## src/hw/rtl/smd_pkg.sv

```systemverilog
// ----------------------------------------------------------------------------
// smd_pkg
// Shared types and constants for the signed 32x32 multiply / 64/32 divide
// pipeline: item structs, request codes and the word carried between cells.
// ----------------------------------------------------------------------------
`default_nettype none

package smd_pkg;

  // Word width of one register and the number of cells (one bit per cell)
  localparam int unsigned W     = 32;
  localparam int unsigned STEPS = W;

  // Request codes
  localparam logic REQ_MUL = 1'b0;
  localparam logic REQ_DIV = 1'b1;

  // Input item
  typedef struct packed {
    logic         req_type;
    logic [W-1:0] even_reg;
    logic [W-1:0] odd_reg;
    logic [W-1:0] operand;
  } in_item_t;

  // Result item
  typedef struct packed {
    logic [W-1:0] even_out;
    logic [W-1:0] odd_out;
    logic         divide_exception;
  } out_item_t;

  // Word handed from cell to cell
  typedef struct packed {
    logic         is_div;     // divide, else multiply
    logic         res_neg;    // quotient or product is negative
    logic         rem_neg;    // remainder takes a negative sign
    logic         exc;        // zero divisor or quotient above 32 bits
    logic [W:0]   acc;        // partial remainder / high product word
    logic [W-1:0] low;        // quotient bits / low product word
    logic [W-1:0] opd;        // divisor or multiplicand magnitude
    logic [W-1:0] orig_even;  // pair returned on exception
    logic [W-1:0] orig_odd;
  } lane_t;

endpackage

`default_nettype wire

```

## src/hw/rtl/smd_prep.sv

```systemverilog
// ----------------------------------------------------------------------------
// smd_prep
// Two entry stages: signs and magnitudes first, then the overflow pre-check
// (high dividend word against divisor) and the first word of the chain.
// ----------------------------------------------------------------------------
`default_nettype none

module smd_prep (
  input  wire logic              clk,
  input  wire logic              rst_n,
  input  wire logic              en,
  input  wire logic              valid_i,
  input  wire smd_pkg::in_item_t item_i,
  output logic                   valid_o,
  output smd_pkg::lane_t         lane_o
);

  typedef struct packed {
    logic                       is_div;
    logic                       res_neg;
    logic                       rem_neg;
    logic [2*smd_pkg::W-1:0]    dvd_mag;
    logic [smd_pkg::W-1:0]      op_mag;
    logic [smd_pkg::W-1:0]      od_mag;
    logic [smd_pkg::W-1:0]      orig_even;
    logic [smd_pkg::W-1:0]      orig_odd;
  } mag_t;

  logic                         va_r;
  mag_t                         ma_r;
  mag_t                         ma_nxt;
  logic [2*smd_pkg::W-1:0]      dvd;
  logic                         vb_r;
  smd_pkg::lane_t               lb_r;
  smd_pkg::lane_t               lb_nxt;
  logic [smd_pkg::W-1:0]        hi_mag;

  // Stage A: sign and magnitude of each operand
  always_comb begin
    dvd               = {item_i.even_reg, item_i.odd_reg};
    ma_nxt.is_div     = (item_i.req_type == smd_pkg::REQ_DIV);
    ma_nxt.rem_neg    = item_i.even_reg[smd_pkg::W-1];
    ma_nxt.res_neg    = ma_nxt.is_div
                      ? (item_i.even_reg[smd_pkg::W-1] ^ item_i.operand[smd_pkg::W-1])
                      : (item_i.odd_reg[smd_pkg::W-1] ^ item_i.operand[smd_pkg::W-1]);
    ma_nxt.dvd_mag    = item_i.even_reg[smd_pkg::W-1] ? (~dvd + 1'b1) : dvd;
    ma_nxt.op_mag     = item_i.operand[smd_pkg::W-1]
                      ? (~item_i.operand + 1'b1) : item_i.operand;
    ma_nxt.od_mag     = item_i.odd_reg[smd_pkg::W-1]
                      ? (~item_i.odd_reg + 1'b1) : item_i.odd_reg;
    ma_nxt.orig_even  = item_i.even_reg;
    ma_nxt.orig_odd   = item_i.odd_reg;
  end

  // Stage B: pre-check and chain entry word
  always_comb begin
    hi_mag           = ma_r.dvd_mag[2*smd_pkg::W-1:smd_pkg::W];
    lb_nxt.is_div    = ma_r.is_div;
    lb_nxt.res_neg   = ma_r.res_neg;
    lb_nxt.rem_neg   = ma_r.rem_neg;
    // quotient of 2^32 or more, zero divisor included
    lb_nxt.exc       = ma_r.is_div && (hi_mag >= ma_r.op_mag);
    lb_nxt.acc       = ma_r.is_div ? {1'b0, hi_mag} : '0;
    lb_nxt.low       = ma_r.is_div ? ma_r.dvd_mag[smd_pkg::W-1:0] : ma_r.od_mag;
    lb_nxt.opd       = ma_r.op_mag;
    lb_nxt.orig_even = ma_r.orig_even;
    lb_nxt.orig_odd  = ma_r.orig_odd;
  end

  // Valid bits
  always_ff @(posedge clk) begin
    if (!rst_n) begin
      va_r <= 1'b0;
      vb_r <= 1'b0;
    end else if (en) begin
      va_r <= valid_i;
      vb_r <= va_r;
    end
  end

  // Payload
  always_ff @(posedge clk) begin
    if (en) begin
      ma_r <= ma_nxt;
      lb_r <= lb_nxt;
    end
  end

  assign valid_o = vb_r;
  assign lane_o  = lb_r;

endmodule

`default_nettype wire

```

## config.mk

```make
export PLATFORM = sky130hd
export DESIGN_NAME = smd_prep
export DESIGN_NICKNAME = d
export VERILOG_FILES = /design/src/hw/rtl/smd_pkg.sv /design/src/hw/rtl/smd_prep.sv
export SDC_FILE = /design/constraint.sdc
export NUM_CORES = 1
export LEC_CHECK = 0
export BUFFER_PORTS_ARGS = -buffer_cell sky130_fd_sc_hd__buf_2
export CAP_MARGIN = 10
export CORE_MARGIN = 10
export CORE_UTILIZATION = 45
export DETAILED_ROUTE_END_ITERATION = 8
export PLACE_DENSITY = 0.65
export SLEW_MARGIN = 20
export SYNTH_ARGS = -nofsm -noshare
export SYNTH_HDL_FRONTEND = slang
export SYNTH_SLANG_ARGS = --single-unit
```

## constraint.sdc

```tcl
create_clock -name clk -period 2.1 [get_ports clk]
set_input_delay 0 -clock clk [delete_from_list [all_inputs] [get_ports clk]]
set_output_delay 0 -clock clk [all_outputs]
set_load 0.01 [all_outputs]
```

==> results.json <==
{
  "leakage_uw": 0.007694,
  "critPathArrivalTime_ns": 2.32,
  "place.gp.congestion": 0.8238,
  "filler_cell_count": 2424,
  "cp_slowest_stage_delay_ns": 0.60,
  "clkPwrFrac": 0.394,
  "num_rows": 66,
  "synthesis.area_um2": 14760,
  "dp_hpwl_mm": 25.41,
  "grt_pass1_wl_mm": 55.78,
  "ys_seq_area_frac": 0.7247,
  "synth_cell_types": 56,
  "die-area_um2": 40460,
  "portBuffers": 265,
  "seqPwrFrac": 0.498,
  "slew_viol_final": 0,
  "htree_num_levels": 2,
  "cts_tree": "yes",
  "path_cells": "dlygate4sd3_1, buf_2, or3_1, or4_4, or4_1, nand2_1, xnor2_1",
  "slew_headroom": 0.5513,
  "worst_slew_pin_slew_ns": 0.6730,
  "viasPerCell": 4.961,
  "cts_buffer_depth": 3,
  "setup_ws_ns": 0.05403,
  "grt_max_degree": 67,
  "ys.warnings.count": 0,
  "post-place-ws_ns": -0.4002,
  "crit_required_ns": 2.37,
  "finalSetupViolations": 0,
  "hold_viol_final": 0,
  "die_h_um": 201.1,
  "drc": 0,
  "drive_gt1_frac": 0.3447,
  "wirelength_mm": 36.55,
  "rsz0062_at_grt": "true",
  "final_core_util": 0.6130,
  "synth_nets": 1070,
  "antenna_found_initial": 3,
  "multi_input_area_um2": 3904,
  "setup.worst_path.start_class": "input pin",
  "drt_iter0_drc": 512,
  "cp_max_fo": 4,
  "crit_type": "input pin to register",
  "antenna_left": 0,
  "cts_root_buf": "clkbuf_16",
  "p_comb_frac": 0.108,
  "maxCapViolations": 0,
  "ys.flop_type": "edfxtp_1",
  "min_path_type": "input pin to register",
  "finalCritPeriodShare": 0.9743,
  "nets": 1547,
  "first_pass_iters": 5,
  "async_reset_ff_frac": 0,
  "avgSynthCellArea_um2": 15.79,
  "p_per_area_nw_per_um2": 892.2,
  "synth-seq-cells": 357,
  "core_um2": 32450,
  "hold_slack_ns": 0.02748,
  "pin_count": 267,
  "grt_pass1_vias": 9786,
  "status": "completed",
  "fmax_mhz": 488.8,
  "vias": 9362,
  "initial_core_util": 0.4549,
  "overflow": 0,
  "cp_slowest_cell": "or4_4",
  "synth_edf_count": 355,
  "clkTransAtPathRegs_ns": 0.06,
  "wl_per_cell_um": 19.37,
  "netlist_instances": 935,
  "end_kind": "register",
  "cts_num_sinks": 357,
  "areaGrowthSynthToFinish_pct": 34.74,
  "vdd_drop_max_mv": 0.6524,
  "p_int_uw": 13830,
  "die_x_um": 201.1,
  "power_switching_uw": 3914,
  "min_period_ns": 2.046,
  "seq_area_um2": 10700,
  "cts-buffers-inserted": 38,
  "fin_skew_ns": 0.01169,
  "worstSkewPairLatency_ns": 0.52,
  "swShare": 0.2205,
  "grt_use_total": 0.1755
}
## synth_stat cells, types with 3 or more instances
cell type | number | area (um^2)
edfxtp_1 | 355 | 10660
xnor2_1 | 110 | 963.4
nand2_1 | 66 | 247.7
inv_1 | 40 | 150.1
o21ai_0 | 37 | 185.2
ha_1 | 34 | 425.4
and2_1 | 32 | 200.2
mux2_2 | 31 | 349.1
or3_1 | 26 | 162.7
clkbuf_1 | 25 | 93.84
o31ai_1 | 23 | 172.7
nor2_1 | 14 | 52.55
nand4_1 | 12 | 75.07
nand3_1 | 11 | 55.05
or4_1 | 11 | 82.58
o41ai_1 | 10 | 87.58
xor2_1 | 10 | 87.58
a21oi_1 | 9 | 45.04
buf_1 | 6 | 22.52
or2_2 | 6 | 37.54
nand2b_1 | 5 | 31.28
nor3_1 | 5 | 25.02
nor4_1 | 5 | 31.28
buf_2 | 4 | 20.02
o41ai_2 | 4 | 65.06
or4_4 | 4 | 45.04
mux2i_1 | 3 | 30.03
## metrics by stage
| step | instance area (um^2) | total power [uW] | std cells | setup TNS [ns] |
|---|---|---|---|---|
| floorplan | 14760 | 9730 | 935 | 0 |
| global placement | 17330 | 10640 | 1704 | -2.981 |
| detailed placement | 17330 | 10710 | 1704 | -4.336 |
| CTS | 19760 | 17910 | 1882 | 0 |
| global route | 19890 | 18440 | 1886 | -0.1220 |
| finish | 19890 | 17750 | 1887 | 0 |
## layout by cell type, fill, tap and decap left out, types with 4 or more instances in the layout
cell           synthesis  layout
or3_1                 26      25
mux2_2                31      31
bufinv_16              0       6
buf_2                  4     264
clkinv_1               0       6
nand2b_1               5       4
a21oi_1                9       9
o31ai_2                0       5
nand3_1               11      11
ha_1                  34      34
and2_1                32      32
nor3_1                 5       5
nand2_1               66      65
dlygate4sd3_1          0     108
clkinv_2               0       5
clkbuf_16              0      41
edfxtp_1             355     355
buf_12                 0       7
o21ai_0               37      36
o41ai_2                4      10
or4_1                 11       8
xor2_1                10      10
nor2_1                14      14
clkbuf_1              25       8
o31ai_1               23      18
or4_4                  4       7
o41ai_1               10       4
buf_4                  2      94
inv_1                 40      40
nand4_1               12      12
xnor2_1              110     110
or2_2                  6       6
## area by class of cell
class                   count  share of cell area
diodes                      3           0.0003774
clock inverters            21             0.01302
multi-input cells         501              0.1962
clock buffers              49             0.05309
repair buffers            474              0.1640
well taps                 442             0.02780
inverters                  40            0.007548
flip-flops and latches    357              0.5379
## final timing paths
| check | cells past startpoint | from | end | slack (ns) |
|---|---|---|---|---|
| max | 7 | item_i[34] | ma_r[83]$_DFFE_PP_ | 0.05 |
| min | 2 | item_i[95] | lb_nxt[162]$_DFFE_PP_ | 0.03 |
| max reg2reg | 6 | lb_nxt[64]$_DFFE_PP_ | lane_o[161]$_DFFE_PP_ | 0.10 |
| min reg2reg | 0 | lb_nxt[8]$_DFFE_PP_ | lane_o[8]$_DFFE_PP_ | 0.41 |
## state kept, by name, indices dropped and copies added (netlist names)
signal   flops
hi_mag      32
ma_r        63
lb_nxt      97
valid_o      1
va_r         1
lane_o     163
## critical path: cells and delay by family
kind                   cells  cell delay, ns
AND/OR/NAND/NOR            4            1.58
buffers and inverters      2            0.67
XOR/XNOR                   1            0.06
## power by group through the flow
stage / sequential [uW] / clock (uW) / combinational [uW]
floorplan: 9030 / 0 / 696
global placement: 8980 / 0 / 1660
detailed placement: 9000 / 0 / 1710
CTS: 8850 / 7140 / 1920
global route: 8900 / 7420 / 2120
finish: 8840 / 6990 / 1920
## logic make-up (layout without fill, tap and decap cells)
| group | after synthesis | after routing | synth area share |
|---|---|---|---|
| buf+inv | 77 | 584 | 0.02042 |
| xor+xnor | 120 | 120 | 0.07119 |
| fa+ha+maj | 34 | 34 | 0.02881 |
| other cells | 1 | 4 | 0.0002540 |
| mux | 34 | 34 | 0.02568 |
| compound gates | 98 | 98 | 0.04576 |
| simple gates | 214 | 214 | 0.08314 |
| flops | 357 | 357 | 0.7247 |
## timing repair
item | CTS | global route
gates resized for setup | 8 | 19
pin swaps | 3 | 0
hold buffers | 108 | 0
endpoints found under the setup margin | 1 | 19
endpoints found under the hold margin | 235 | 0
buffers inserted | 0 | 2
## routing by layer
layer	global-route usage	wire length, um	vias to the layer above	part of all wire
li1	-	-	4471	-
met1	0.2224	15240	4544	0.42
met2	0.2942	18180	290	0.50
met3	0.04129	2395	57	0.066
met4	0.05112	729	0	0.020
met5	0	0	-	0
Note: power is estimated with default switching activity, not from simulation.
