==> src/hw/rtl/smd_pkg.sv <==
// ----------------------------------------------------------------------------
// smd_pkg
// Shared types and constants for the signed 32x32 multiply / 64/32 divide
// pipeline: item structs, request codes and the word carried between cells.
// ----------------------------------------------------------------------------
`default_nettype none

package smd_pkg;

  // Word width of one register and the number of cells (one bit per cell)
  localparam int unsigned W     = 32;
  localparam int unsigned STEPS = W;

  // Request codes
  localparam logic REQ_MUL = 1'b0;
  localparam logic REQ_DIV = 1'b1;

  // Input item
  typedef struct packed {
    logic         req_type;
    logic [W-1:0] even_reg;
    logic [W-1:0] odd_reg;
    logic [W-1:0] operand;
  } in_item_t;

  // Result item
  typedef struct packed {
    logic [W-1:0] even_out;
    logic [W-1:0] odd_out;
    logic         divide_exception;
  } out_item_t;

  // Word handed from cell to cell
  typedef struct packed {
    logic         is_div;     // divide, else multiply
    logic         res_neg;    // quotient or product is negative
    logic         rem_neg;    // remainder takes a negative sign
    logic         exc;        // zero divisor or quotient above 32 bits
    logic [W:0]   acc;        // partial remainder / high product word
    logic [W-1:0] low;        // quotient bits / low product word
    logic [W-1:0] opd;        // divisor or multiplicand magnitude
    logic [W-1:0] orig_even;  // pair returned on exception
    logic [W-1:0] orig_odd;
  } lane_t;

endpackage

`default_nettype wire

==> src/hw/rtl/smd_cell.sv <==
// ----------------------------------------------------------------------------
// smd_cell
// One step of the chain: a restoring divide step (shift left, trial subtract)
// or a shift-add multiply step (conditional add, shift right).
// ----------------------------------------------------------------------------
`default_nettype none

module smd_cell (
  input  wire logic          clk,
  input  wire logic          rst_n,
  input  wire logic          en,
  input  wire logic          valid_i,
  input  wire smd_pkg::lane_t lane_i,
  output logic               valid_o,
  output smd_pkg::lane_t     lane_o
);

  logic                     valid_r;
  smd_pkg::lane_t           lane_r;
  smd_pkg::lane_t           lane_nxt;
  logic [smd_pkg::W:0]      mul_sum;
  logic [smd_pkg::W:0]      div_sh;
  logic [smd_pkg::W+1:0]    div_diff;

  // Step arithmetic
  always_comb begin
    mul_sum  = {1'b0, lane_i.acc[smd_pkg::W-1:0]}
             + (lane_i.low[0] ? {1'b0, lane_i.opd} : '0);
    div_sh   = {lane_i.acc[smd_pkg::W-1:0], lane_i.low[smd_pkg::W-1]};
    div_diff = {1'b0, div_sh} - {2'b00, lane_i.opd};
    lane_nxt = lane_i;
    if (lane_i.is_div) begin
      // borrow clear: keep the difference and set the quotient bit
      lane_nxt.acc = div_diff[smd_pkg::W+1] ? div_sh : div_diff[smd_pkg::W:0];
      lane_nxt.low = {lane_i.low[smd_pkg::W-2:0], ~div_diff[smd_pkg::W+1]};
    end else begin
      lane_nxt.acc = {1'b0, mul_sum[smd_pkg::W:1]};
      lane_nxt.low = {mul_sum[0], lane_i.low[smd_pkg::W-1:1]};
    end
  end

  // Valid bit
  always_ff @(posedge clk) begin
    if (!rst_n) begin
      valid_r <= 1'b0;
    end else if (en) begin
      valid_r <= valid_i;
    end
  end

  // Payload
  always_ff @(posedge clk) begin
    if (en) begin
      lane_r <= lane_nxt;
    end
  end

  assign valid_o = valid_r;
  assign lane_o  = lane_r;

endmodule

`default_nettype wire

==> config.mk <==
export PLATFORM = sky130hd
export DESIGN_NAME = smd_cell
export DESIGN_NICKNAME = d
export VERILOG_FILES = /design/src/hw/rtl/smd_pkg.sv /design/src/hw/rtl/smd_cell.sv
export SDC_FILE = /design/constraint.sdc
export NUM_CORES = 1
export LEC_CHECK = 0
export BUFFER_PORTS_ARGS = -buffer_cell sky130_fd_sc_hd__buf_2
export CORE_ASPECT_RATIO = 0.8
export CORE_MARGIN = 3
export CORE_UTILIZATION = 45
export DETAILED_ROUTE_END_ITERATION = 6
export PLACE_DENSITY = 0.83
export SETUP_SLACK_MARGIN = 0.2
export SLEW_MARGIN = 20
export SYNTH_ARGS = -nofsm -noshare
export SYNTH_HDL_FRONTEND = slang
export SYNTH_SLANG_ARGS = --single-unit
export TNS_END_PERCENT = 5
==> constraint.sdc <==
create_clock -name clk -period 3.35 [get_ports clk]
set_input_delay 0.67 -clock clk [delete_from_list [all_inputs] [get_ports clk]]
set_output_delay 0.67 -clock clk [all_outputs]
set_load 0.01 [all_outputs]
==> results of run 1 <==
cells in the final DEF (no fill, tap or decap), types with 5 or more instances in the layout:
master,n
nand2_1,54
buf_4,119
o21ai_1,24
o211ai_1,20
xnor2_1,36
buf_2,329
and2_4,8
clkbuf_16,18
a21oi_1,61
mux2_2,32
inv_1,46
ha_1,56
nor3_1,9
mux2i_1,18
nor2_1,41
nand3_1,20
a21o_1,18
a31oi_1,13
ha_4,8
o21a_1,9
o21bai_1,10
xor2_1,12
nand4_1,9
o21ai_0,15
or2_2,5
nand2b_1,12
and2_1,30
edfxtp_1,165
nor2b_1,6
per-layer routing:
metal | share of wire, % | track usage (%) | up-vias
li1 | - | - | 4054
met1 | 42 | 27.70 | 3919
met2 | 48 | 36.89 | 306
met3 | 8.0 | 6.827 | 26
met4 | 1.2 | 4.730 | 2
met5 | 0.019 | 0 | -
per-stage QoR:
step           cell area [µm²]  utilization (%)
2_1_floorplan             9763                -
3_3_place_gp             12560            60.02
3_5_place_dp             12560            60.02
4_1_cts                  13120            62.67
5_1_grt                  13350            63.76
6_report                 13350            63.76
kinds of logic (layout without fill, tap and decap cells):
group	count (synthesis)	count (layout)	share of synthesized area, %
AOI/OAI and AO/OA	221	221	15.46
and+or+nand+nor	215	215	11.20
DFF	166	166	51.30
buffers and inverters	76	533	3.226
adders and majority gates	66	66	8.671
muxes	52	52	5.806
xor gates and xnor gates	48	48	4.335
repair_timing:
action	4_1_cts	5_1_grt
pin swaps	1	17
resized for setup	0	31
setup endpoints to repair	4	18
buffers inserted	1	4
endpoints found under the hold margin	0	0
gates cloned	0	1
worst max-delay path, stage by stage:
cell	delay (ps)
buf_8	110
buf_12	130
and2_4	140
ha_4	290
buf_4	110
nand2_1	80
o21ai_4	90
a2111oi_4	70
buf_4	170
or3b_4	420
o32ai_4	420
a31oi_4	150
o31ai_4	340
xnor2_1	160
o21ai_1	70
state kept, by name, indices dropped and copies added (netlist names):
name / flops
lane_o: 165
valid_o: 1
where the power goes:
part           total, W  switching, W  internal [W]
sequential      0.00256     0.0000429       0.00252
combinational   0.00161      0.000852      0.000755
clock           0.00185      0.000883      0.000967
total           0.00602       0.00178       0.00424
worst paths after layout:
path | start | cells past startpoint | endpoint | slack [ps]
worst max-delay path | lane_i[96] | 15 | lane_o[155] | 70
worst min-delay path | lane_i[52] | 1 | lane_o[52] | 410
worst max register to register | valid_o | 2 | valid_o | 2750
worst min register to register | valid_o | 2 | valid_o | 530
layout make-up:
type	instances	area [µm²]	area share, %
clock buffer	18	429.2	3.215
clock inverter	13	118.9	0.8904
inverter	46	172.7	1.293
multi-input combinational	602	4634	34.72
sequential	166	4975	37.27
tap	269	336.6	2.521
timing repair buffer	456	2683	20.10
cell usage after synthesis (4+ instances only):
cell type / instances
a211oi_1: 5
a21o_1: 19
a21oi_1: 63
a31oi_1: 13
and2_1: 38
and3_1: 4
buf_2: 7
clkbuf_1: 19
edfxtp_1: 165
ha_1: 64
inv_1: 46
mux2_2: 32
mux2i_1: 18
nand2_1: 57
nand2b_1: 12
nand3_1: 20
nand4_1: 9
nor2_1: 42
nor2b_1: 6
nor3_1: 9
o211ai_1: 20
o21a_1: 9
o21ai_0: 16
o21ai_1: 25
o21bai_1: 10
o31ai_1: 5
or2_2: 5
or3_1: 4
xnor2_1: 36
xor2_1: 12
==> summary.md, run 1 <==
| Metric | Value |
|---|---|
| Synth unique cells | `between 60 and 70` |
| Vias in the first global route | `about 8000` |
| Synth Cell Area | `9697 µm²` |
| DRT antenna net count | `0` |
| Total Routing Usage GR | `about 22%` |
| Gate Count Post-Synth | `between 800 and 900` |
| Fmax | `between 0.3 and 0.4 GHz` |
| Sink Count | `between 150 and 200` |
| Hold_buf cts | `0` |
| Hold WS | `just over 400 ps` |
| DRC violations left | `0` |
| Share of the synthesized area in the top cell type | `51.10%` |
| Total grt overflow | `0` |
| # nets final | `about 1500` |
| Ys async rst share | `0%` |
| Number of synthesized flops with an enable pin | `165` |
| Placed cell count | `1533` |
| Setup slack after layout | `~75 ps` |
| Min-delay worst type | `input pin to register` |
| Root Buffer | `clkbuf_16` |
| Setup TNS | `0 ps` |
| Width of the die | `approximately 170 µm` |
| Drt wl/cell | `17.07 µm` |
| Fin crit share | `97.77%` |
| CP arrival | `around 3400 ps` |
| Power Dens Cells | `450.7 nW/µm²` |
| Initial DRC count | `561` |
| Syn Nets | `roughly 1100` |
| Core ar. | `20940 µm²` |
| RSZ-0062 raised after global routing | `yes` |
| Critical path type | `input pin to register` |
| HPWL Detailed | `20.68 mm` |
| Layout Cells excl Fill | `1570` |
| Skew final | `0 ps` |
| Initial cell density of the core | `a little under half` |
| Final Max Slew Viols | `0` |
| Yosys warnings | `0` |
| Area growth from synthesis to layout | `37.67%` |
| Total Die Area | `~23000 µm²` |
| Clk_lat worst skew | `between 400 and 500 ps` |
| Total routed wirelength | `~27 mm` |
| Slew Limit Headroom | `between 30% and 40%` |
| Ports | `about 340` |
| Final setup viols | `0` |
| Initial antenna violation count | `0` |
| Clock Tree Buf Depth | `2` |
| First-pass GRT wire length | `40.48 mm` |
| Clock-pin slew on the worst setup and hold paths | `~70 ps` |
| Height of the die | `roughly 140 µm` |
| Peak VDD IR | `approximately 0.00026 V` |
| Pleak | `around 6.0 nW` |
| Critical Path RT | `3500 ps` |
| Top_reg_cell synth | `edfxtp_1` |
| Type of origin of the critical path | `input pin` |
| Total CTS buffers | `17` |
| Seq/Total Area, Yosys | `between 50% and 60%` |
| Outcome | `finished, final reports clean` |
| CTS tree | `done` |
| Final Hold Fails | `0` |
| Synth area leader | `edfxtp_1` |
| Final min period | `approximately 3300 ps` |
| Total of max-cap violations | `0` |
| Synth Register Bits | `166` |
| Initial DRT Pass Iterations | `5` |
| Synth area leaders | `edfxtp_1 (51%), ha_1 (8.3%), mux2_2 (3.7%)` |
| Share of layout cells above drive strength 1 | `between 40 and 50%` |
| Vias | `between 8000 and 9000` |
| Largest net degree at the start of global routing | `83` |
| # fillers | `approximately 1700` |
| Pre-CTS WS | `-309.5 ps` |
| IO Port Bufs | `roughly 330` |
| Syn Area/Cell | `roughly 11 µm²` |
| Row Count | `between 40 and 50` |
| Power, Total | `roughly 0.006 W` |
| Worst slew pin tran | `a little over 900 ps` |
| H-tree levels | `4` |
| Crit Path Max Fanout | `7` |
| Routability cong. | `~0.90` |
| Via-to-Cell Ratio | `between 5 and 6` |
| Critical Path End Type | `register` |
| Antenna cells | `0` |
Note: power is estimated with default switching activity, not from simulation.
==> run 2: changes to the inputs <==
--- a/config.mk
+++ b/config.mk
@@ -11,6 +11,7 @@
 export CORE_UTILIZATION = 45
 export DETAILED_ROUTE_END_ITERATION = 6
 export PLACE_DENSITY = 0.83
+export RECOVER_POWER = 100
 export SETUP_SLACK_MARGIN = 0.2
 export SLEW_MARGIN = 20
 export SYNTH_ARGS = -nofsm -noshare
==> summary.md, run 2 (same netlist as run 1, synthesis figures left out) <==
| Metric | Value |
|---|---|
| Max reg flops | `165` |
| Cell breakdown of the critical path | `buf_8 > buf_12 > and2_4 > ha_4 > buf_4 > nand2_1 > o21ai_4 > a2111oi_4 > buf_4 > or3b_4 > o32ai_4 > a31oi_4 > o31ai_4 > xnor2_1 > o21ai_1` |
| Outcome | `finished, violations left` |
| # fillers | `1786` |
| Largest net degree at the start of global routing | `83` |
| Multi-input gate area | `between 4000 and 5000 µm²` |
| FF+latch area | `roughly 5000 µm²` |
| IO Port Bufs | `about 330` |
| Final Max Slew Viols | `66` |
| Critical Path End Type | `register` |
| Most frequent cells in the layout | `clkbuf_1 (202), edfxtp_1 (165), buf_2 (134)` |
| Pre-CTS WS | `-309.5 ps` |
| Area growth from synthesis to layout | `34.65%` |
| Total Die Area | `~23000 µm²` |
| Peak VDD IR | `0.0002594 V` |
| Setup slack after layout | `around 75 ps` |
| Type of origin of the critical path | `input pin` |
| Cell Area, Placed | `roughly 13000 µm²` |
| Total Routing Usage GR | `a little over a fifth` |
| Power Dens Cells | `456.0 nW/µm²` |
| Clock Tree Buf Depth | `2` |
| Fin crit share | `97.75%` |
| Total CTS buffers | `17` |
| Clock-pin slew on the worst setup and hold paths | `about 70 ps` |
| Width of the die | `between 150 and 200 µm` |
| Height of the die | `around 140 µm` |
| Initial cell density of the core | `between 40% and 50%` |
| # nets final | `between 1500 and 2000` |
| Pleak | `between 5 and 6 nW` |
| Via-to-Cell Ratio | `between 5 and 6` |
| Share of layout cells above drive strength 1 | `about 28%` |
| Initial DRT Pass Iterations | `5` |
| Fin util | `between 60% and 70%` |
| Fmax | `around 0.31 GHz` |
| Critical path type | `input pin to register` |
| Setup TNS | `0 ps` |
| Slew Limit Headroom | `-6.602%` |
| HPWL Detailed | `a little over 20 mm` |
| Crit Path Max Fanout | `7` |
| Row Count | `47` |
| H-tree levels | `4` |
| Fin area | `about 13000 µm²` |
| Placed cell count | `between 1500 and 2000` |
| Vias in the first global route | `approximately 8000` |
| First-pass GRT wire length | `40.48 mm` |
| Critical Path RT | `around 3500 ps` |
| Min-delay worst type | `input pin to register` |
| Sink Count | `between 150 and 200` |
| Worst slew pin tran | `between 1500 and 2000 ps` |
| Crit-path most repeated cell | `buf_4` |
| Drt wl/cell | `around 17 µm` |
| Total grt overflow | `0` |
| DRC violations left | `0` |
| Final min period | `between 3000 and 4000 ps` |
| Root Buffer | `clkbuf_16` |
| Initial DRC count | `542` |
| Ports | `between 300 and 400` |
| Skew final | `0 ps` |
| Total of max-cap violations | `1` |
| Initial antenna violation count | `0` |
| Clk_lat worst skew | `roughly 420 ps` |
| Final setup viols | `0` |
| CTS tree | `done` |
| Failing checks | `capacitance limit, slew limit` |
| Antenna cells | `0` |
| Vias | `8312` |
| CP peak stage delay | `420 ps` |
| Routability cong. | `around 0.9` |
| Final Hold Fails | `0` |
| CP arrival | `~3400 ps` |
| DRT antenna net count | `0` |
| RSZ-0062 raised after global routing | `yes` |
| Core ar. | `~21000 µm²` |
| Layout Cells excl Fill | `~1600` |
| Critical-path cell with the highest stage delay | `or3b_4` |
| Total routed wirelength | `around 27 mm` |
| Leading cell type in the layout, fill and taps excluded | `clkbuf_1` |
## run 2: changes by cell type in the layout (fill, tap and decap cells not counted), moves of 4 or more
cell	previous run	this run
buf_2	329	134
buf_4	119	108
clkbuf_1	1	202
clkbuf_2	0	4
o21ai_1	24	19
o21ai_0	15	20
## run 2: timing repair
action / 4_1_cts / 5_1_grt
gates resized for setup: 0 / 31
setup buffers: 1 / 4
hold buffers: 0 / 0
gates cloned: 0 / 1
pin swaps: 1 / 17
endpoints found under the setup margin: 4 / 18
## run 2: power breakdown
part / leakage [nW] / switching [W] / internal, W
clock network: 0.255 / 0.000878 / 0.000967
logic: 3.54 / 0.000849 / 0.000690
registers: 1.62 / 0.0000486 / 0.00252
## run 2: cell type report
class	count	share of cell area, %
flip-flops and latches	166	38.10
well taps	269	2.578
repair buffers	456	18.30
inverters	46	1.322
multi-input cells	602	35.50
clock buffers	18	3.287
clock inverters	13	0.9104
## run 2: metrics by stage
step           power (W)  hold WS (ps)
6_report        0.005953         411.7
3_3_place_gp    0.004113         499.2
2_1_floorplan   0.003467         538.3
4_1_cts         0.006017         393.9
5_1_grt         0.006240         389.2
3_5_place_dp    0.004156         524.0
## run 2: path summary, 6_finish.rpt
path                    from          end  depth (start not counted)  slack, ps
hold / removal    lane_i[52]   lane_o[52]                          1        410
hold reg to reg      valid_o      valid_o                          2        540
setup reg to reg     valid_o      valid_o                          2       2730
setup / recovery  lane_i[96]  lane_o[155]                         15         80
## run 2: worst max-delay path: cells and delay by family
family | cells | cell delay [ps]
AOI/OAI and AO/OA | 6 | 1140
and+or+nand+nor | 3 | 640
buffers and inverters | 4 | 520
adders and majority gates | 1 | 290
xor gates and xnor gates | 1 | 160
## run 2: routing by layer
metal | vias to the layer above | global-route usage (%) | wire length [µm]
met5 | - | 0 | 5
met3 | 29 | 6.827 | 2210
li1 | 4057 | - | -
met1 | 3919 | 27.70 | 11260
met2 | 305 | 36.89 | 12930
met4 | 2 | 4.730 | 322
