`src/hw/rtl/smd_pkg.sv`:
```
// ----------------------------------------------------------------------------
// smd_pkg
// Shared types and constants for the signed 32x32 multiply / 64/32 divide
// pipeline: item structs, request codes and the word carried between cells.
// ----------------------------------------------------------------------------
`default_nettype none

package smd_pkg;

  // Word width of one register and the number of cells (one bit per cell)
  localparam int unsigned W     = 32;
  localparam int unsigned STEPS = W;

  // Request codes
  localparam logic REQ_MUL = 1'b0;
  localparam logic REQ_DIV = 1'b1;

  // Input item
  typedef struct packed {
    logic         req_type;
    logic [W-1:0] even_reg;
    logic [W-1:0] odd_reg;
    logic [W-1:0] operand;
  } in_item_t;

  // Result item
  typedef struct packed {
    logic [W-1:0] even_out;
    logic [W-1:0] odd_out;
    logic         divide_exception;
  } out_item_t;

  // Word handed from cell to cell
  typedef struct packed {
    logic         is_div;     // divide, else multiply
    logic         res_neg;    // quotient or product is negative
    logic         rem_neg;    // remainder takes a negative sign
    logic         exc;        // zero divisor or quotient above 32 bits
    logic [W:0]   acc;        // partial remainder / high product word
    logic [W-1:0] low;        // quotient bits / low product word
    logic [W-1:0] opd;        // divisor or multiplicand magnitude
    logic [W-1:0] orig_even;  // pair returned on exception
    logic [W-1:0] orig_odd;
  } lane_t;

endpackage

`default_nettype wire

```
`src/hw/rtl/smd_post.sv`:
```
// ----------------------------------------------------------------------------
// smd_post
// Exit stage and output register: final overflow check, sign fix-up of
// quotient, remainder and product, and the exception path.
// ----------------------------------------------------------------------------
`default_nettype none

module smd_post (
  input  wire logic           clk,
  input  wire logic           rst_n,
  input  wire logic           en,
  input  wire logic           valid_i,
  input  wire smd_pkg::lane_t lane_i,
  output logic                valid_o,
  output smd_pkg::out_item_t  item_o
);

  logic                       valid_r;
  smd_pkg::out_item_t         item_r;
  smd_pkg::out_item_t         item_nxt;
  logic [smd_pkg::W-1:0]      quo;
  logic [smd_pkg::W-1:0]      rem;
  logic                       q_ovf;
  logic [2*smd_pkg::W-1:0]    prod;
  logic [2*smd_pkg::W-1:0]    prod_s;

  // Result selection
  always_comb begin
    quo    = lane_i.low;
    rem    = lane_i.acc[smd_pkg::W-1:0];
    // -2^31 is fine for a negative quotient, anything above is not
    q_ovf  = quo[smd_pkg::W-1] && (!lane_i.res_neg || (quo[smd_pkg::W-2:0] != '0));
    prod   = {lane_i.acc[smd_pkg::W-1:0], lane_i.low};
    prod_s = lane_i.res_neg ? (~prod + 1'b1) : prod;
    if (lane_i.is_div) begin
      if (lane_i.exc || q_ovf) begin
        item_nxt.even_out         = lane_i.orig_even;
        item_nxt.odd_out          = lane_i.orig_odd;
        item_nxt.divide_exception = 1'b1;
      end else begin
        item_nxt.even_out         = lane_i.rem_neg ? (~rem + 1'b1) : rem;
        item_nxt.odd_out          = lane_i.res_neg ? (~quo + 1'b1) : quo;
        item_nxt.divide_exception = 1'b0;
      end
    end else begin
      item_nxt.even_out         = prod_s[2*smd_pkg::W-1:smd_pkg::W];
      item_nxt.odd_out          = prod_s[smd_pkg::W-1:0];
      item_nxt.divide_exception = 1'b0;
    end
  end

  // Output valid
  always_ff @(posedge clk) begin
    if (!rst_n) begin
      valid_r <= 1'b0;
    end else if (en) begin
      valid_r <= valid_i;
    end
  end

  // Output payload
  always_ff @(posedge clk) begin
    if (en) begin
      item_r <= item_nxt;
    end
  end

  assign valid_o = valid_r;
  assign item_o  = item_r;

endmodule

`default_nettype wire

```
`config.mk`:
```
export PLATFORM = sky130hd
export DESIGN_NAME = smd_post
export DESIGN_NICKNAME = d
export VERILOG_FILES = /design/src/hw/rtl/smd_pkg.sv /design/src/hw/rtl/smd_post.sv
export SDC_FILE = /design/constraint.sdc
export NUM_CORES = 1
export LEC_CHECK = 0
export ABC_AREA = 1
export BUFFER_PORTS_ARGS = -buffer_cell sky130_fd_sc_hd__buf_2
export CORE_MARGIN = 3
export CORE_UTILIZATION = 39
export CTS_CLUSTER_DIAMETER = 100
export CTS_CLUSTER_SIZE = 30
export DETAILED_ROUTE_END_ITERATION = 10
export GPL_ROUTABILITY_DRIVEN = 0
export HOLD_SLACK_MARGIN = 0.12
export PLACE_DENSITY = 0.74
export SETUP_SLACK_MARGIN = 0.02
export SKIP_CTS_REPAIR_TIMING = 1
export SYNTH_ARGS = -nofsm -noshare
export SYNTH_HDL_FRONTEND = slang
export SYNTH_SLANG_ARGS = --single-unit
export TNS_END_PERCENT = 100
```
`constraint.sdc`:
```
create_clock -name clk -period 2.9 [get_ports clk]
set_clock_uncertainty 0.05 [all_clocks]
set_input_delay 0.58 -clock clk [delete_from_list [all_inputs] [get_ports clk]]
set_output_delay 0.58 -clock clk [all_outputs]
set_load 0.03 [all_outputs]
```
==> results of run 1 <==
-- per-layer routing --
| layer | global-route usage [%] | share of wire, % | vias to the layer above |
|---|---|---|---|
| li1 | - | - | 3578 |
| met1 | 31.2 | 44 | 3123 |
| met2 | 36.6 | 44 | 313 |
| met3 | 5.25 | 7.7 | 51 |
| met4 | 10.6 | 3.7 | 0 |
| met5 | 0 | 0 | - |
-- critical path, delay by kind of cell --
kind	cells	cell delay [ns]
buffers and inverters	3	0.39
adder cells (fa/ha/maj)	1	0.24
AO/OA/AOI/OAI	1	0.06
AND/OR/NAND/NOR	9	1.10
-- worst max path at each step --
stage	slack [ns]	to	from
final	0.55	item_o[28]	lane_i[96]
after global routing	0.39	item_o[12]	lane_i[96]
after CTS	0.53	item_o[28]	lane_i[96]
after detailed placement	0.17	item_o[28]	lane_i[96]
after global placement	0.21	item_o[32]	lane_i[96]
after floorplan	0.69	item_o[28]	lane_i[96]
-- cell type report --
cell class	count	share of cell area [%]
multi-input cells	808	47.8
flip-flops and latches	66	25.8
repair buffers	218	15.0
inverters	89	4.40
well taps	211	3.45
clock buffers	10	2.99
clock inverters	6	0.572
diodes	2	0.0654
-- kinds of logic (layout without fill, tap and decap cells) --
group | count (synthesis) | in the layout | synth area share, %
buffers and inverters | 122 | 323 | 8.36
AO/OA/AOI/OAI | 46 | 46 | 4.67
other | 0 | 2 | 0
XOR/XNOR | 36 | 36 | 5.14
AND/OR/NAND/NOR | 724 | 724 | 49.3
flip-flops | 66 | 66 | 32.1
adder cells (fa/ha/maj) | 2 | 2 | 0.408
-- registers in the layout, indices dropped and copies added (netlist names) --
name / flops
item_o: 65
valid_o: 1
-- stage by stage --
| stage | power (mW) | hold WS, ns |
|---|---|---|
| after global routing | 3.33 | 0.408 |
| final | 3.18 | 0.409 |
| after global placement | 2.16 | 0.470 |
| after CTS | 3.19 | 0.398 |
| after floorplan | 1.84 | 0.605 |
| after detailed placement | 2.17 | 0.489 |
-- placed cells by master (no fill, tap or decap), types with 2 or more instances in the layout --
| cell type | count |
|---|---|
| sky130_fd_sc_hd__nand2_1 | 429 |
| sky130_fd_sc_hd__buf_2 | 201 |
| sky130_fd_sc_hd__nand3_1 | 132 |
| sky130_fd_sc_hd__nor2_1 | 122 |
| sky130_fd_sc_hd__inv_1 | 87 |
| sky130_fd_sc_hd__edfxtp_1 | 65 |
| sky130_fd_sc_hd__o21ai_0 | 26 |
| sky130_fd_sc_hd__xor2_1 | 24 |
| sky130_fd_sc_hd__nand4_1 | 17 |
| sky130_fd_sc_hd__buf_4 | 16 |
| sky130_fd_sc_hd__xnor2_1 | 12 |
| sky130_fd_sc_hd__o21ai_2 | 9 |
| sky130_fd_sc_hd__clkbuf_16 | 9 |
| sky130_fd_sc_hd__a21oi_1 | 6 |
| sky130_fd_sc_hd__nor2_2 | 5 |
| sky130_fd_sc_hd__nand3b_1 | 5 |
| sky130_fd_sc_hd__clkinvlp_4 | 4 |
| sky130_fd_sc_hd__nand2_2 | 3 |
| sky130_fd_sc_hd__nand2_4 | 3 |
| sky130_fd_sc_hd__nor3_1 | 3 |
| sky130_fd_sc_hd__diode_2 | 2 |
| sky130_fd_sc_hd__nor2_4 | 2 |
| sky130_fd_sc_hd__a21o_1 | 2 |
| sky130_fd_sc_hd__and2_1 | 2 |
| sky130_fd_sc_hd__ha_1 | 2 |
-- report_power, final --
part / switching [mW] / total [mW] / internal [mW]
logic: 0.661 / 0.968 / 0.307
clock network: 0.435 / 1.01 / 0.577
registers: 0.0233 / 1.20 / 1.17
total: 1.12 / 3.18 / 2.06
==> results by stage, run 1 <==
Placement:
- Counting tap cells, the placed design contains a total of 1392 instances.
- Input and output buffers added on the ports amount to 201.
- The placed instances occupy a cell area of ~7400 µm².
- The detailed placer's ending HPWL is 16200 µm.
- The pre-CTS worst setup slack is ~0.17 ns.

Drt:
- The sum of routed wire length over all layers is 20700 µm.
- The first TritonRoute pass finished after 5 iterations.
- For this run, design rule violations remaining after detail routing come to 0.
- Dividing the detail-routed via count by the number of cells gives roughly 5.
- After detailed routing, the average wire length per cell comes to 14.7 µm.
- For this block, the initial DRC count from the detailed router was 742.
- The remaining antenna violation count is 0.
- The routed via count is 7065.

Global routing:
- The first-pass GRT wire length is 32700 µm.
- The maximum number of pins on one net before global-route repair is 44.
- Global routing used about a quarter of the available tracks.
- Summed over all layers, the global routing overflow is 0.
- The number of global-route vias before repair is roughly 6600.
- The number of antenna violations at the first check in global routing is 2.

Floorplanning:
- The row count is 45.
- For this design the top-level I/O count stands at ~240.
- The effective utilization at floorplan is 40.1%.
- In this run the vertical extent of the chip is 131 µm.
- The die extent in x is 131 µm.
- The die covers 17300 µm².
- The placeable core area is 15300 µm².

Critical path:
- The depth of the most critical reg-to-reg path is 2.
- Along the worst path, the maximum fanout reaches 40.
- The type of destination of the critical path is a flop.
- At the worst endpoint, the required time is 2.95 ns.
- Walking the worst path, the cells encountered are buf_2, inv_1, ha_1, nand2_2, nor2_4, nand2_2, nor2_4, nand2_4, nand2_8, nand2_4, nand2_4, inv_4, nand2_1, o21ai_2.
- In this run the critical register-to-register path is captured at valid_o.
- The beginning of the worst register-to-register path is valid_o.
- The critical path startpoint category is a primary input.
- The worst register-to-register path has a setup slack of 2.21 ns.
- The highest cell delay on the worst timing path is 0.24 ns.
- The data arrival time of the critical path is 2.40 ns.
- Among all stages on the critical path, the largest delay is contributed by sky130_fd_sc_hd__ha_1.
- Among the stages of the critical path, the cell type that occurs most often is sky130_fd_sc_hd__nand2_4.
- The critical path in this run is classified as primary input to flop.

Clocking:
- The TritonCTS clock tree is built.
- CTS built an H-tree with a depth of 3.
- In this run the deepest clock path goes through 2 buffers.
- The clock drives 66 sinks.
- Clock-pin slew was measured on the worst setup and hold paths at 0.06 ns.
- The clock tree root buffer cell is sky130_fd_sc_hd__clkbuf_16.
- The clock reaches the later pin of the worst-skew pair after 0.35 ns.
- The number of buffers added by the clock tree synthesis step is 9.

Finish:
- Compared with the post-synthesis result, the final layout area differs by 24.6%.
- The flip-flop and latch area is between 1500 and 2000 µm².
- The number of standard cells in the final layout excluding fillers is 1410.
- The layout cell share with drive strength beyond 1 is 21.6%.
- Cells fill 50.0% of the core in the end.
- The layout filler cell count is 1629.
- Summing all multi-input logic gate instances after layout gives 3650 µm².
- The final layout net count is 1363.
- The cell area after layout is approximately 7600 µm².

STA:
- The time the final worst path needs with I/O delays and setup is 2.35 ns.
- The total negative slack is 0 ns.
- Setup violations remaining at the end of the flow were counted as 0.
- The setup slack of the critical path after layout is 0.547 ns.
- The hold violation total from the final report is 0.
- The max-slew violation count is 0.
- The headroom to the max-slew limit is roughly 56%.
- Setup repair after global routing left no endpoint under its margin.
- The post-route fraction of the period consumed by the critical path is 81.2%.
- The fmax is 425 MHz.
- At the pin with the least slew margin, the transition time is 0.664 ns.

Synthesis:
- The synthesized netlist occupies a cell area of ~6100 µm².
- Counting flops and latches in the post-synthesis netlist gives 66.
- The dominant cell by count in the synthesized netlist is sky130_fd_sc_hd__nand2_1.
- The count of distinct cell types in the synthesized netlist is 33.
- The most common flop cell mapped by yosys is sky130_fd_sc_hd__edfxtp_1.
- Sequential cells were found to cover 32.1% of the synthesized design area.
- The synthesized net count is 1167.
- The Yosys step of the flow raised 0 warnings.
- A synthesized cell averages 6.16 µm².
- The post-synthesis async set-or-reset flop share is 0%.
- Yosys attributes the largest share of cell area to sky130_fd_sc_hd__edfxtp_1 32%, sky130_fd_sc_hd__nand2_1 26%, sky130_fd_sc_hd__nand3_1 11%, sky130_fd_sc_hd__nor2_1 7.5%, sky130_fd_sc_hd__inv_1 5.3%.
- The largest total area in the synthesized netlist belongs to sky130_fd_sc_hd__edfxtp_1.
- After technology mapping, the gate count stands at 996.
- The fraction of post-synthesis cell area in the top cell type by area is around a third.
- In this run, synthesis inferred 65 flip-flops with an integrated enable.
- After synthesis, the most frequently instantiated cells are 429 x sky130_fd_sc_hd__nand2_1, 132 x sky130_fd_sc_hd__nand3_1, 122 x sky130_fd_sc_hd__nor2_1.

Status:
- The flow ran to the end, and the final reports show no timing, DRC or antenna violations.

Min path:
- The worst min-delay path category is primary input to flop.
- The worst hold path passes through 3 cells.
- The path with the worst hold slack has its endpoint at valid_o.
- The worst hold path begins at valid_i.

Power:
- For this design the static power due to leakage is 3.86 nW.
- The power per standard cell area is 415 nW/µm².
- The maximum VDD drop is 279 µV.

Flow run:
- The tool flagged a number of max-cap violations equal to 0.
Note: power is estimated with default switching activity, not from simulation.
==> run 2: changes to the inputs <==
--- a/config.mk
+++ b/config.mk
@@ -14,7 +14,7 @@
 export DETAILED_ROUTE_END_ITERATION = 10
 export GPL_ROUTABILITY_DRIVEN = 0
 export HOLD_SLACK_MARGIN = 0.12
-export PLACE_DENSITY = 0.74
+export PLACE_DENSITY = 0.77
 export SETUP_SLACK_MARGIN = 0.02
 export SKIP_CTS_REPAIR_TIMING = 1
 export SYNTH_ARGS = -nofsm -noshare
==> constraint.sdc (replaced) <==
create_clock -name clk -period 2.1 [get_ports clk]
set_clock_uncertainty 0.05 [all_clocks]
set_input_delay 0.42 -clock clk [delete_from_list [all_inputs] [get_ports clk]]
set_output_delay 0.42 -clock clk [all_outputs]
set_load 0.03 [all_outputs]
==> run 2 against run 1 <==
  * Register-to-register slack got worse by 0.78 ns
  * First-iteration DRC count fell by 24%
  * Worst hold slack got worse by 0.16 ns
  * Largest power group unchanged
==> results by stage, run 2 (synthesized netlist as in run 1, its figures left out) <==
Power:
- The power per standard cell area is about 570 nW/µm².
- Overall power consumption after layout is estimated at approximately 4.8 mW.
- Across the VDD grid, the largest voltage drop is between 300 and 400 µV.
- Of the total power, registers draw around a third.
- In this run the power spent charging and discharging nets is 1.55 mW.
- The proportion of power drawn by the clock network is 34.7%.
- The power share of the combinational group is roughly 31%.
- In this run switching power makes up 32.7% of total power.
- Summed over all cells, the static leakage comes to 4.30 nW.
- The internal power is 3.20 mW.

Global routing:
- Global routing used 24.1% of the available tracks across all layers.
- The maximum number of pins on one net before global-route repair is 68.
- The overall overflow remaining after global route is 0.
- The number of antenna violations at the first check in global routing was 3.
- The number of global-route vias before repair was between 6000 and 7000.
- The first global-routing pass estimated 33500 µm of wire.

Drt:
- The first TritonRoute pass finished after 6 iterations.
- The sum of routed wire length over all layers is about 21000 µm.
- The number of remaining DRC errors is 0.
- The initial detailed-routing violation count is 564.
- Summing over every cut layer, the via total after detailed routing is 7400.
- In this run the remaining antenna-violating nets after routing total 0.
- In the routed layout, each cell is associated on average with a via count of 4.98.
- The detail-routed net length per standard cell is between 10 and 15 µm.

Finish:
- The layout cell share with drive strength beyond 1 is 26.6%.
- The area growth from synthesis to layout is 36.1%.
- The final layout net count is 1440.
- The layout has 1566 filler cells.
- In the layout the commonest cells are 428 x sky130_fd_sc_hd__nand2_1, 201 x sky130_fd_sc_hd__buf_2, 132 x sky130_fd_sc_hd__nand3_1.
- Leaving out fill and tap cells, the most frequent cell in the layout is sky130_fd_sc_hd__nand2_1.
- The number of flip-flops under the largest register name is 65.

STA:
- Setup violations remaining at the end of the flow were counted as 0.
- Setup repair after global routing left no endpoint under its margin.
- The fmax is 516 MHz.
- The headroom to the max-slew limit is 29.8%.
- The transition time at the pin with the least slew margin is 1.05 ns.
- The hold violation total from the final report is 0.
- Counting I/O delays and the setup requirement, the final critical path takes 1.94 ns.
- Setup total negative slack on the finished layout was measured at 0 ns.
- The post-route fraction of the period consumed by the critical path is 92.3%.
- The max-slew violation count was 0.

Min path:
- The worst hold path startpoint is valid_i.
- The worst min-delay path category is primary input to flop.
- The worst-case hold path end point is valid_o.
- The worst hold path passes through 3 cells.

Clocking:
- The number of buffers added by the clock tree synthesis step is 9.
- The buffer depth of the longest clock path is 2.
- The clock tree root buffer cell is sky130_fd_sc_hd__clkbuf_16.
- TritonCTS built the clock tree.
- Counting every sink on the clock net gives 66.
- The H-tree was split into 3 levels.
- The clock latency on the worst-skew pair is approximately 0.35 ns.
- The clock transition at the registers of the reported paths is ~0.06 ns.

Critical path:
- The reg-to-reg endpoint is valid_o.
- The setup path with the least slack is of type primary input to flop.
- In this run the worst path has a maximum fanout of 5.
- The internal reg-to-reg setup slack is 1.43 ns.
- The type of destination of the critical path is a flop.
- The number of cells on the worst reg-to-reg path is 2.
- STA classifies the critical path startpoint as a primary input.
- The beginning of the worst register-to-register path is valid_o.
- Data on the critical path is required at its endpoint by 2.16 ns.
- The data arrival time of the critical path is 1.99 ns.

Floorplanning:
- In this run the horizontal extent of the chip is ~130 µm.
- In this run the vertical extent of the chip is 131 µm.
- In this run the count of I/O pins placed on the die edge is 235.
- The total die area is 17300 µm².
- In this run the core area contains 45 standard-cell rows.
- Once the floorplan was initialized, standard cells occupied between 40% and 50% of the core.
- The placeable core area is 15300 µm².

Placement:
- The number of port buffers is 201.
- The detailed placer's ending HPWL is 17100 µm.

Flow run:
- The total of max-cap violations is 0.

Status:
- The run finished with clean final reports.
## run 2: layout make-up
type	instances	area [µm²]	area share, %
diodes	1	2.50	0.0299
clock buffers	11	243	2.91
clock inverters	5	77.6	0.928
inverters	89	337	4.03
multi-input cells	808	3660	43.8
flip-flops and latches	66	1970	23.6
well taps	211	264	3.16
repair buffers	295	1800	21.5
## run 2: per-stage QoR
stage / setup WS [ns] / hold slack (ns) / instance area (µm²) / instances / utilization, %
floorplan: 0.0541 / 0.463 / 6140 / 996 / -
global placement: -0.144 / 0.467 / 8030 / 1469 / 52.4
detailed placement: -0.172 / 0.484 / 8030 / 1469 / 52.4
CTS: 0.194 / 0.246 / 8350 / 1485 / 54.5
global route: 0.0486 / 0.258 / 8360 / 1486 / 54.6
finish: 0.162 / 0.247 / 8360 / 1486 / 54.6
## run 2: metal layers
metal,vias up,routed length (µm),GRT usage [%]
met5,-,21,0
met4,4,827,11.7
met3,66,1840,6.47
met2,351,9620,38.3
met1,3253,9130,30.4
li1,3726,-,-
## run 2: worst max-delay path, cell delays in order
cell	delay (ns)
sky130_fd_sc_hd__buf_2	0.12
sky130_fd_sc_hd__nor2_1	0.16
sky130_fd_sc_hd__inv_1	0.08
sky130_fd_sc_hd__nor2_1	0.16
sky130_fd_sc_hd__nand3_1	0.10
sky130_fd_sc_hd__nand2_1	0.12
sky130_fd_sc_hd__nand2_1	0.21
sky130_fd_sc_hd__nor2_1	0.31
sky130_fd_sc_hd__nand3_1	0.11
sky130_fd_sc_hd__nand3_1	0.12
sky130_fd_sc_hd__nand2_1	0.07
## run 2: worst max-delay path by stage
stage	to	from	slack, ns
6_report	item_o[60]	lane_i[99]	0.16
5_1_grt	item_o[60]	lane_i[99]	0.05
3_5_place_dp	item_o[28]	lane_i[96]	-0.17
3_3_place_gp	item_o[28]	lane_i[96]	-0.14
2_1_floorplan	item_o[28]	lane_i[96]	0.05
4_1_cts	item_o[28]	lane_i[96]	0.19
## run 2: power by group through the flow
| stage | Combinational (mW) | Sequential (mW) | Clock [mW] |
|---|---|---|---|
| after floorplan | 0.566 | 1.97 | 0 |
| after global placement | 1.41 | 1.67 | 0 |
| after detailed placement | 1.44 | 1.68 | 0 |
| after CTS | 1.44 | 1.65 | 1.67 |
| after global routing | 1.58 | 1.67 | 1.73 |
| final | 1.45 | 1.65 | 1.65 |
==> run 3: changes to the inputs <==
--- a/config.mk
+++ b/config.mk
@@ -7,7 +7,7 @@
 export LEC_CHECK = 0
 export ABC_AREA = 1
 export BUFFER_PORTS_ARGS = -buffer_cell sky130_fd_sc_hd__buf_2
-export CORE_MARGIN = 3
+export CORE_MARGIN = 2
 export CORE_UTILIZATION = 39
 export CTS_CLUSTER_DIAMETER = 100
 export CTS_CLUSTER_SIZE = 30
==> run 3 against run 2 <==
  * Combinational power is essentially flat
  * Flip-flop and latch count did not move
  * Global-route usage grew 0.79 points
  * Sequential share of layout area increased by 0.25 points
  * Non-clock buffer count shrank 7
  * Die area fell by 3.0%
  * Wire length down 2.5%
==> results by stage, run 3 (synthesized netlist as in run 1, its figures left out) <==
Drt:
- The number of remaining DRC errors is 0.
- The remaining antenna violation count is 0.
- The detailed-route vias per instance is between 4 and 5.
- The detail-routed net length per standard cell is 14.1 µm.
- The sum of routed wire length over all layers is 20900 µm.
- The first detailed-routing pass took 5 iterations.
- The initial detailed-routing violation count is 716.
- The routed via count is 7333.

STA:
- The time the final worst path needs with I/O delays and setup is slightly below 2 ns.
- The number of setup violations in the final report is 0.
- The hold violation total from the final report is 0.
- The transition time at the pin with the least slew margin is 1.03 ns.
- The max-slew violation count is 0.
- In the finished design, the share of the clock period the worst path needs comes to 92.6%.
- The worst pin sits at a relative slew slack of 31.2%.
- Setup repair after global routing left no endpoint under its margin.
- For the final routed database, the setup TNS stands at 0 ns.
- The fmax is 515 MHz.

Global routing:
- The number of global-route vias before repair is 6713.
- Global routing consumed, over all layers together, 24.9% of the routing resources.
- The first-pass GRT wire length is 32700 µm.
- The number of antenna violations at the first check in global routing is 0.
- The total overflow left after global routing is 0.
- Entering global routing, the biggest net connects 68 pins.

Finish:
- The number of antenna diodes in the final layout is 0.
- Fill cells in the final layout number about 1500.
- The area taken by multi-input logic gates is about 3700 µm².
- The library cell used most frequently in the layout, excluding fill and tap cells, is sky130_fd_sc_hd__nand2_1.
- The post-route netlist has between 20% and 30% of its cells at a drive strength greater than 1.
- Cells fill 54.0% of the core in the end.
- The signed area change from the synthesized netlist to the final layout is 34.7%.
- The number of standard cells in the final layout excluding fillers is 1478.
- The library cells used most frequently in the layout, excluding fill and tap cells, are 429 x sky130_fd_sc_hd__nand2_1, 201 x sky130_fd_sc_hd__buf_2, 132 x sky130_fd_sc_hd__nand3_1.
- The register with the most flip-flops in the layout has 65 of them.
- After the last flow step, the layout net total stands at 1433.
- Across the whole layout, storage elements account for 1970 µm².

Floorplanning:
- In this run the standard cell core region covers 15300 µm².
- The total die area is 16800 µm².
- The die extent in x is 129 µm.
- The effective utilization at floorplan is 40.1%.
- The count of boundary I/O pins is 235.
- The floorplan die height is 129 µm.
- The row count is 45.

Clocking:
- The TritonCTS clock tree is built.
- The clock tree root buffer cell is sky130_fd_sc_hd__clkbuf_16.
- The buffer depth of the longest clock path is 2.
- After clock tree synthesis, the clock-pin slew on the worst setup and hold paths is 0.06 ns.
- Clock tree synthesis inserted a total of 9 buffers.
- The number of sinks handled by clock tree synthesis is 66.
- The clock latency on the worst-skew pair is 0.35 ns.
- The H-tree depth reported by CTS is 3.

Critical path:
- The critical path startpoint category is a primary input.
- The type of destination of the critical path is a flop.
- The critical path launch point is lane_i[96].
- The most numerous cell type found on the critical path is sky130_fd_sc_hd__nand2_1.
- In this run the worst path has a maximum fanout of 5.
- The data required time at the worst endpoint is between 2 and 2.5 ns.
- The cell with the largest stage delay on the worst path is sky130_fd_sc_hd__nor2_1.
- The critical path goes through buf_2, inv_1, buf_4, nand3_1, nor2_1, nand2_1, nor2_1, nand2_1, nand2_1, nand3_1, nand3_1, nand2_1.
- The startpoint identified for the worst register-to-register timing path is valid_o.
- The highest cell delay on the worst timing path is about 0.24 ns.
- Data on the critical path arrives at its endpoint at about 2 ns.
- The path type of the worst setup path is primary input to flop.

Power:
- The relative contribution of sequential cells to total power is 34.3%.
- In this run switching power makes up 32.1% of total power.
- The maximum VDD drop is 389 µV.
- Per report_power, the clock group accounts for between 30% and 40% of the total.
- The overall power after layout is 4.82 mW.
- The power per standard cell area is between 500 and 600 nW/µm².
- The static leakage is between 4 and 5 nW.
- Internal power comes to around 3.3 mW.
- The power share of the combinational group is 29.6%.
- The total net switching power is between 1.5 and 2 mW.

Flow run:
- Max-cap violations in this run came to 0.

Status:
- The run finished with clean final reports.

Placement:
- Including well taps, the total number of placed cells is between 1000 and 1500.
- The number of port buffers is 201.
- The detailed placer's ending HPWL is 16600 µm.

Min path:
- The worst min-delay path category is primary input to flop.
- The startpoint identified for the worst hold timing path is valid_i.
[run 3: changes by cell type in the layout (fill, tap and decap cells not counted), moves of 2 or more]
cell | before | now
sky130_fd_sc_hd__buf_12 | 7 | 4
sky130_fd_sc_hd__buf_4 | 87 | 83
sky130_fd_sc_hd__clkinv_1 | 1 | 3
sky130_fd_sc_hd__clkinv_2 | 2 | 0
sky130_fd_sc_hd__nor2_1 | 120 | 122
sky130_fd_sc_hd__nor2_2 | 7 | 5
[run 3: power by group through the flow]
stage	registers (mW)	clock network [mW]	logic, mW
final	1.65	1.74	1.43
after global routing	1.66	1.80	1.56
after CTS	1.65	1.75	1.42
after detailed placement	1.68	0	1.42
after global placement	1.67	0	1.40
after floorplan	1.97	0	0.566
[run 3: worst max-delay path, delay by kind of cell]
| family | cells | cell delay (ns) |
|---|---|---|
| AND/OR/NAND/NOR | 9 | 1.29 |
| buffers and inverters | 3 | 0.28 |
[run 3: final cells by class]
| cell class | count | area share (%) |
|---|---|---|
| inverter | 89 | 4.07 |
| timing repair buffer | 288 | 20.7 |
| clock inverter | 6 | 1.27 |
| sequential | 66 | 23.8 |
| multi-input combinational | 808 | 44.2 |
| clock buffer | 10 | 2.77 |
| tap | 211 | 3.19 |
[run 3: final timing paths]
kind,endpoint,slack (ns),cells after the start
setup / recovery,item_o[56],0.16,12
hold / removal,valid_o,0.25,3
setup reg to reg,valid_o,1.41,2
hold reg to reg,valid_o,0.50,2
[run 3: per-stage QoR]
| step | setup WS, ns | hold WS [ns] | area (µm²) |
|---|---|---|---|
| global route | 0.0435 | 0.283 | 8270 |
| detailed placement | -0.149 | 0.484 | 7940 |
| CTS | 0.219 | 0.246 | 8270 |
| floorplan | 0.0541 | 0.463 | 6140 |
| global placement | -0.116 | 0.468 | 7940 |
| finish | 0.156 | 0.247 | 8270 |
[run 3: routing by layer]
| layer | vias up | track usage, % | wire length [µm] |
|---|---|---|---|
| met2 | 349 | 40.6 | 9480 |
| met4 | 0 | 11.6 | 790 |
| met5 | - | 0 | 0 |
| met3 | 52 | 4.54 | 1890 |
| li1 | 3713 | - | - |
| met1 | 3219 | 32.1 | 8740 |
